<file path="src/hdl/hcfd_pkg.sv">
`timescale 1ns / 1ps

package hcfd_pkg;

  localparam int unsigned FrameBytes   = 16;
  localparam int unsigned PosW         = $clog2(FrameBytes);
  localparam int unsigned StoredBytes  = 13;
  localparam int unsigned LastSumPos   = 14;

  localparam logic [PosW-1:0] PosHead = PosW'(0);
  localparam logic [PosW-1:0] PosTail = PosW'(FrameBytes - 1);

  // frame type codes (byte 1)
  localparam logic [7:0] TypeTake     = 8'h02;
  localparam logic [7:0] TypeReturn   = 8'h03;
  localparam logic [7:0] TypeVelocity = 8'h10;
  localparam logic [7:0] TypePitch    = 8'h11;
  localparam logic [7:0] TypeMagazine = 8'h12;
  localparam logic [7:0] TypeFire     = 8'h13;

  // required data byte (byte 2)
  localparam logic [7:0] DataControl = 8'hF0;
  localparam logic [7:0] DataFire    = 8'hF1;

  typedef enum logic [2:0] {
    ST_OK       = 3'd0,
    ST_SUM_BAD  = 3'd1,
    ST_XOR_BAD  = 3'd2,
    ST_DATA_BAD = 3'd3,
    ST_NOT_AUTO = 3'd4,
    ST_UNKNOWN  = 3'd5
  } status_e;

  typedef enum logic [2:0] {
    CMD_NONE     = 3'd0,
    CMD_TAKE     = 3'd1,
    CMD_RETURN   = 3'd2,
    CMD_VELOCITY = 3'd3,
    CMD_PITCH    = 3'd4,
    CMD_MAGAZINE = 3'd5,
    CMD_FIRE     = 3'd6
  } command_e;

  typedef enum logic [1:0] {
    MODE_MANUAL      = 2'd0,
    MODE_MATCH       = 2'd1,
    MODE_CANNON_TEST = 2'd2,
    MODE_MATCH_AUTO  = 2'd3
  } mode_e;

  // collected frame state handed to the decoder
  typedef struct packed {
    logic                          tail;   // current beat is byte 15
    logic [7:0]                    head;
    logic [7:0]                    sum;
    logic [7:0]                    xsum;
    logic [StoredBytes-1:0][7:0]   bytes;  // frame bytes 1..13
  } frame_t;

  typedef struct packed {
    status_e     status;
    command_e    command;
    mode_e       mode;
    logic [31:0] word_one;
    logic [31:0] word_two;
    logic [31:0] word_three;
  } result_t;

endpackage

</file>
<file path="src/hdl/hcfd_collect.sv">
`timescale 1ns / 1ps

module hcfd_collect import hcfd_pkg::*; (
  input  logic       clk_i,
  input  logic       rst_ni,
  input  logic       beat_i,
  input  logic [7:0] rx_byte_i,
  input  logic       frame_start_i,
  output frame_t     frame_o
);

  logic [PosW-1:0]                 pos_q, pos_d, pos;
  logic [7:0]                      sum_q, sum_d;
  logic [7:0]                      xor_q, xor_d;
  logic [7:0]                      head_q;
  logic [StoredBytes-1:0][7:0]     bytes_q;

  // frame start forces byte 0 and drops any partial frame
  assign pos   = frame_start_i ? PosHead : pos_q;
  assign pos_d = pos + PosW'(1);

  always_comb begin
    sum_d = sum_q;
    xor_d = xor_q;
    if (pos == PosHead) begin
      sum_d = 8'h00;
      xor_d = 8'h00;
    end else if (pos <= PosW'(LastSumPos)) begin
      sum_d = sum_q + rx_byte_i;
      xor_d = xor_q ^ rx_byte_i;
    end
  end

  always_ff @(posedge clk_i or negedge rst_ni) begin
    if (!rst_ni) begin
      pos_q <= PosHead;
      sum_q <= 8'h00;
      xor_q <= 8'h00;
    end else if (beat_i) begin
      pos_q <= pos_d;
      sum_q <= sum_d;
      xor_q <= xor_d;
    end
  end

  always_ff @(posedge clk_i) begin
    if (beat_i) begin
      if (pos == PosHead) begin
        head_q <= rx_byte_i;
      end
      for (int i = 0; i < StoredBytes; i++) begin
        if (pos == PosW'(i + 1)) begin
          bytes_q[i] <= rx_byte_i;
        end
      end
    end
  end

  assign frame_o.tail  = (pos == PosTail);
  assign frame_o.head  = head_q;
  assign frame_o.sum   = sum_q;
  assign frame_o.xsum  = xor_q;
  assign frame_o.bytes = bytes_q;

endmodule

</file>
<file path="src/hdl/hcfd_decode.sv">
`timescale 1ns / 1ps

module hcfd_decode import hcfd_pkg::*; (
  input  frame_t     frame_i,
  input  logic [7:0] rx_byte_i,
  input  mode_e      mode_i,
  output result_t    result_o
);

  logic [7:0] ftype;
  logic [7:0] fdata;

  assign ftype = frame_i.bytes[0];
  assign fdata = frame_i.bytes[1];

  always_comb begin
    result_o.status  = ST_OK;
    result_o.command = CMD_NONE;
    result_o.mode    = mode_i;
    // words are always the raw frame bytes, little endian
    result_o.word_one   = {frame_i.bytes[4],  frame_i.bytes[3],
                           frame_i.bytes[2],  frame_i.bytes[1]};
    result_o.word_two   = {frame_i.bytes[8],  frame_i.bytes[7],
                           frame_i.bytes[6],  frame_i.bytes[5]};
    result_o.word_three = {frame_i.bytes[12], frame_i.bytes[11],
                           frame_i.bytes[10], frame_i.bytes[9]};

    if (frame_i.head != frame_i.sum) begin
      result_o.status = ST_SUM_BAD;
    end else if (rx_byte_i != frame_i.xsum) begin
      result_o.status = ST_XOR_BAD;
    end else begin
      case (ftype) inside
        TypeTake, TypeReturn: begin
          result_o.command = (ftype == TypeTake) ? CMD_TAKE : CMD_RETURN;
          if (fdata != DataControl) begin
            result_o.status = ST_DATA_BAD;
          end else begin
            result_o.mode = (ftype == TypeTake) ? MODE_MATCH_AUTO : MODE_MATCH;
          end
        end
        TypeVelocity, TypePitch, TypeMagazine, TypeFire: begin
          case (ftype)
            TypeVelocity: result_o.command = CMD_VELOCITY;
            TypePitch:    result_o.command = CMD_PITCH;
            TypeMagazine: result_o.command = CMD_MAGAZINE;
            default:      result_o.command = CMD_FIRE;
          endcase
          // mode is tested before the fire data byte
          if (mode_i != MODE_MATCH_AUTO) begin
            result_o.status = ST_NOT_AUTO;
          end else if (ftype == TypeFire && fdata != DataFire) begin
            result_o.status = ST_DATA_BAD;
          end
        end
        default: begin
          result_o.status = ST_UNKNOWN;
        end
      endcase
    end
  end

endmodule

</file>
<file path="src/hdl/host_command_frame_decoder_core.sv">
`timescale 1ns / 1ps

// Channel  | Direction | Handshake             | Payload
// ---------+-----------+-----------------------+-------------------------------------
// in       | input     | in_valid_i/in_ready_o | rx_byte_i, frame_start_i
// out      | output    | out_valid_o/out_ready_i | status_o, command_o, mode_now_o,
//          |           |                       | word_one_o, word_two_o, word_three_o
//
// One input beat per cycle while in_ready_o is high; a frame takes 16 beats and yields one result beat,
// registered at the edge that takes byte 15 and offered from the next cycle.
// The per-beat sum, xor and byte store, and the byte-15 decode, are each combinational
// logic between the frame registers and the result register.
// Reset: byte position, sums, result valid and the kept mode (manual) are cleared.
// Stalls: input is taken while the result register is empty or being drained,
// so a waiting result blocks the input only if out_ready_i stays low.

module host_command_frame_decoder_core import hcfd_pkg::*; (
  input  logic        clk_i,
  input  logic        rst_ni,
  input  logic        in_valid_i,
  output logic        in_ready_o,
  input  logic [7:0]  rx_byte_i,
  input  logic        frame_start_i,
  output logic        out_valid_o,
  input  logic        out_ready_i,
  output logic [2:0]  status_o,
  output logic [2:0]  command_o,
  output logic [1:0]  mode_now_o,
  output logic [31:0] word_one_o,
  output logic [31:0] word_two_o,
  output logic [31:0] word_three_o
);

  frame_t  frame;
  result_t result;
  result_t res_q;
  mode_e   mode_q;
  logic    out_valid_q, out_valid_d;
  logic    in_beat;
  logic    load;

  // take a beat whenever the result register is free or being drained
  assign in_ready_o = !out_valid_q || out_ready_i;
  assign in_beat    = in_valid_i && in_ready_o;
  // load the result register on byte 15 of a frame
  assign load       = in_beat && frame.tail;

  hcfd_collect u_collect (
    .clk_i         (clk_i),
    .rst_ni        (rst_ni),
    .beat_i        (in_beat),
    .rx_byte_i     (rx_byte_i),
    .frame_start_i (frame_start_i),
    .frame_o       (frame)
  );

  hcfd_decode u_decode (
    .frame_i   (frame),
    .rx_byte_i (rx_byte_i),
    .mode_i    (mode_q),
    .result_o  (result)
  );

  always_comb begin
    out_valid_d = out_valid_q;
    if (load) begin
      out_valid_d = 1'b1;
    end else if (out_ready_i) begin
      out_valid_d = 1'b0;
    end
  end

  always_ff @(posedge clk_i or negedge rst_ni) begin
    if (!rst_ni) begin
      out_valid_q <= 1'b0;
      mode_q      <= MODE_MANUAL;
    end else begin
      out_valid_q <= out_valid_d;
      // the decoder only moves the mode on a good control frame
      if (load) begin
        mode_q <= result.mode;
      end
    end
  end

  // hold the result payload until a new frame completes
  always_ff @(posedge clk_i) begin
    if (load) begin
      res_q <= result;
    end
  end

  assign out_valid_o  = out_valid_q;
  assign status_o     = res_q.status;
  assign command_o    = res_q.command;
  assign mode_now_o   = res_q.mode;
  assign word_one_o   = res_q.word_one;
  assign word_two_o   = res_q.word_two;
  assign word_three_o = res_q.word_three;

`ifndef ASSERT_OFF
  a_mode_only_on_control : assert property (@(posedge clk_i) disable iff (!rst_ni)
    (load && !(result.status == ST_OK &&
               (result.command == CMD_TAKE || result.command == CMD_RETURN)))
    |=> $stable(mode_q))
    else $error("mode changed without a good control frame");

  a_mode_hold_no_load : assert property (@(posedge clk_i) disable iff (!rst_ni)
    !load |=> $stable(mode_q))
    else $error("mode changed outside a frame end");

  a_check_fail_no_cmd : assert property (@(posedge clk_i) disable iff (!rst_ni)
    (out_valid_q && (res_q.status == ST_SUM_BAD || res_q.status == ST_XOR_BAD ||
                     res_q.status == ST_UNKNOWN))
    |-> (res_q.command == CMD_NONE))
    else $error("command given on a failed check");

  a_result_mode_matches : assert property (@(posedge clk_i) disable iff (!rst_ni)
    load |=> (res_q.mode == mode_q))
    else $error("reported mode differs from kept mode");
`endif

endmodule

</file>
<file path="config.mk">
export PLATFORM = sky130hd
export DESIGN_NAME = host_command_frame_decoder_core
export DESIGN_NICKNAME = d
export VERILOG_FILES = /design/src/hdl/hcfd_pkg.sv /design/src/hdl/hcfd_collect.sv /design/src/hdl/hcfd_decode.sv /design/src/hdl/host_command_frame_decoder_core.sv
export SDC_FILE = /design/constraint.sdc
export NUM_CORES = 1
export LEC_CHECK = 0
export BUFFER_PORTS_ARGS = -buffer_cell sky130_fd_sc_hd__buf_2
export CAP_MARGIN = 40
export CORE_UTILIZATION = 60
export CTS_CLUSTER_SIZE = 28
export DETAILED_ROUTE_END_ITERATION = 10
export GPL_TIMING_DRIVEN = 0
export PLACE_DENSITY = 0.83
export SLEW_MARGIN = 20
export SYNTH_ARGS = -nofsm -noshare
export SYNTH_HDL_FRONTEND = slang
export SYNTH_SLANG_ARGS = --single-unit
</file>
<file path="constraint.sdc">
create_clock -name clk_i -period 6 [get_ports clk_i]
set_input_delay 0.9 -clock clk_i [delete_from_list [all_inputs] [get_ports clk_i]]
set_output_delay 0.9 -clock clk_i [all_outputs]
set_load 0.01 [all_outputs]
</file>
==> impl_metrics.yaml <==
logic_synthesis:
  netlist_top_cells_count: "edfxtp_1, nand2_1, dfrtp_1, nor2_1, o21ai_0"
  synth_seq_cells: 239
  yosys_warnings: 0
  synthAdderAreaFrac: 0.0190
  synthSimpleGateAreaFrac: 0.0582
  synth_edf_count: 216
  yosysSeqAreaShare: 0.851
  synthMuxAreaShare: 0.00392
  synth_cells: 435
  synthesis.area_um2: 8300
  synth_compound_area_frac: 0.0426
  synth_top_family_by_area: "simple AND/OR/NAND/NOR gates"
  synth_nets: 460
  synth_ff_type: "edfxtp_1"
  syn_area_per_cell_um2: 19.1
  yosys.area_share.xor_xnor: 0.0190
  yosysTopAreaCellShare: 0.781
  yosysMostFrequentCell: "edfxtp_1"
  yosysTopAreaCell: "edfxtp_1"
  synth_cell_types: 55
  synthTopCellsByArea: "edfxtp_1, dfrtp_1, xnor2_1"
  async_reset_ff_frac: 0.0962
die:
  core_um2: 13300
  ios: 119
  dieArea_um2: 14300
  start_util: 0.622
  rows: 42
  die_w_um: 120
  die_h_um: 120
layout:
  area_growth_pct: 18.4
  fin_nets: 602
  num_antenna_cells: 0
  drive_gt1_frac: 0.267
  fillers: 750
flow_run:
  maxCapViolations: 0
power_and_ir_drop:
  p_per_area_nw_per_um2: 354
  leakagePower_nw: 3.58
  max-vdd-ir-drop_mv: 0.269
timing:
  final.setup.tns_ns: 0
  hold_violations: 0
  slew_headroom: 0.475
  worst_slew_pin_slew_ns: 0.785
  fin_ws_ns: 3.22
  setup_viol: 0
  max_freq_ghz: 0.360
  finClkSkew_ns: 0.0191
  slew_violations: 0
  fin_crit_ns: 2.78
  fin_crit_sh: 0.463
  rsz0062_at_grt: "false"
grt:
  grt_first_pass_wirelength_mm: 25.7
  busiest_layer: "met2"
  antenna_found_initial: 0
  grt_max_degree: 62
  grt_overflow: 0
  use_met3: 0.0433
  grt_pass1_vias: 4557
  grt_use_met2: 0.418
  grtUsageTotal: 0.245
  met1_usage: 0.319
clocking:
  clock-sinks: 239
  cts-root-buf: "clkbuf_16"
  clock_latency_ns: 0.50
  cts_resized: 0
  numCtsBuffers: 22
  ctsHoldBuffers: 0
  h-tree-depth: 1
  cts_tree: "done"
  path_clk_slew_ns: 0.06
  post_cts_buffers: 0
  clockBufferDepth: 3
setup_path:
  crit_family: "buffers and inverters"
  critPathArrivalTime_ns: 2.94
  critPathCaptureType: "flop"
  crit_chain: "clkbuf_1 > nand2b_1 > inv_1 > ha_1 > nand2_1 > inv_4 > buf_16"
  critPathSlowestCell: "inv_4"
  start_kind: "input port"
  critical-path-max-stage-delay_ns: 0.50
  path_class: "in2reg"
  critical_path_required_ns: 6.16
  worst-path-buf-inv: 4
  crit_fanout: 61
drt:
  routed_wl_mm: 17.1
  wl_per_cell_um: 22.3
  vias_per_cell: 5.95
  firstDrtPassIters: 6
  drtAntennaViolNets: 0
  initialDrtViolationCount: 388
  via_count: 4571
  drcViolationCount: 0
worst_hold_path:
  hp-class: "in2async"
placement:
  dp_hpwl_mm: 9.44
  io_buffers: 117
  gp_congestion: 0.841
  dpl_worst_slack_ns: 2.87
outcome:
  status: "completed"
==> power breakdown <==
part / total, mW / internal, mW / switching [mW]
Clock: 1.35 / 0.768 / 0.581
Combinational: 0.234 / 0.0936 / 0.141
Sequential: 1.90 / 1.85 / 0.0433
Total: 3.48 / 2.71 / 0.765
==> per-stage QoR <==
step | utilization | power (mW) | cell area (um2) | hold WS, ns | cells
after global routing | 0.736 | 3.58 | 9830 | 0.415 | 768
final | 0.736 | 3.48 | 9830 | 0.408 | 768
after CTS | 0.736 | 3.49 | 9830 | 0.407 | 768
after floorplan | - | 2.08 | 8300 | 0.400 | 435
after global placement | 0.682 | 2.14 | 9110 | 0.401 | 728
after detailed placement | 0.685 | 2.16 | 9140 | 0.405 | 729
==> cells in the final DEF (no fill, tap or decap), types with 2 or more instances in the layout <==
master     synthesis  final
clkbuf_1           3     10
dfrtp_1           23     23
edfxtp_1         216    216
o211ai_1           2      2
o31ai_1            2      2
inv_1              8      7
a211oi_1           2      2
o21ai_0           20     20
nor4_1             2      2
nand2_1           35     35
nand3b_1           2      2
nor3_1             2      2
a22o_1             2      2
a32o_1             2      2
a21oi_1            7      7
o21ai_1            5      5
clkinv_1           0      3
clkinv_2           0      3
a21o_1             2      2
and2_1             3      3
clkbuf_16          0     22
mux2_1             2      2
xnor2_1           17     17
nor2_1            23     23
nand2b_1           6      6
nand4_1            5      5
ha_1              11     11
bufinv_16          0      2
buf_2              3    120
==> state kept, by name (all words and copies together) (netlist names), 4 cells and up <==
register           cells
u_collect.frame_o    104
word_three_o          32
u_collect.sum_q        8
u_collect.pos_q        4
u_collect.xor_q        8
word_one_o            32
u_collect.head_q       8
word_two_o            32
==> area by class of cell <==
type	count	area (um2)	share of cell area
clock inverters	10	111	0.0113
well taps	176	220	0.0224
repair buffers	118	613	0.0624
clock buffers	29	577	0.0587
inverters	8	32.5	0.00331
flip-flops and latches	239	7060	0.719
multi-input cells	182	1180	0.121
plain buffers	6	26.3	0.00267
==> worst paths after layout <==
kind | startpoint | endpoint | slack [ns] | cells past startpoint
max in group asynchronous | rst_ni | u_collect.sum_q[3] | 5.19 | 1
min in group clk_i | u_collect.frame_o[98] | word_three_o[26] | 0.41 | 0
worst max register to register | out_valid_o | u_collect.frame_o[9] | 3.53 | 6
worst min-delay path | rst_ni | u_collect.sum_q[7] | 0.41 | 1
worst min register to register | u_collect.frame_o[98] | word_three_o[26] | 0.41 | 0
worst max-delay path | frame_start_i | status_o[0] | 3.22 | 7
==> per-layer routing <==
layer / wire length [um] / part of all wire / vias up
met1: 6680 / 0.39 / 2279
li1: - / - / 1954
met4: 538 / 0.031 / 0
met3: 1260 / 0.074 / 56
met5: 0 / 0 / -
met2: 8610 / 0.50 / 282
==> cell families (layout without fill, tap and decap cells) <==
| kind of cell | count (synthesis) | after routing |
|---|---|---|
| AO/OA/AOI/OAI | 55 | 55 |
| XOR/XNOR | 18 | 18 |
| adder cells (fa/ha/maj) | 12 | 12 |
| buffers and inverters | 14 | 171 |
| flip-flops | 239 | 239 |
| multiplexers | 3 | 3 |
| AND/OR/NAND/NOR | 94 | 94 |
Power figures use the tool's default switching activity.
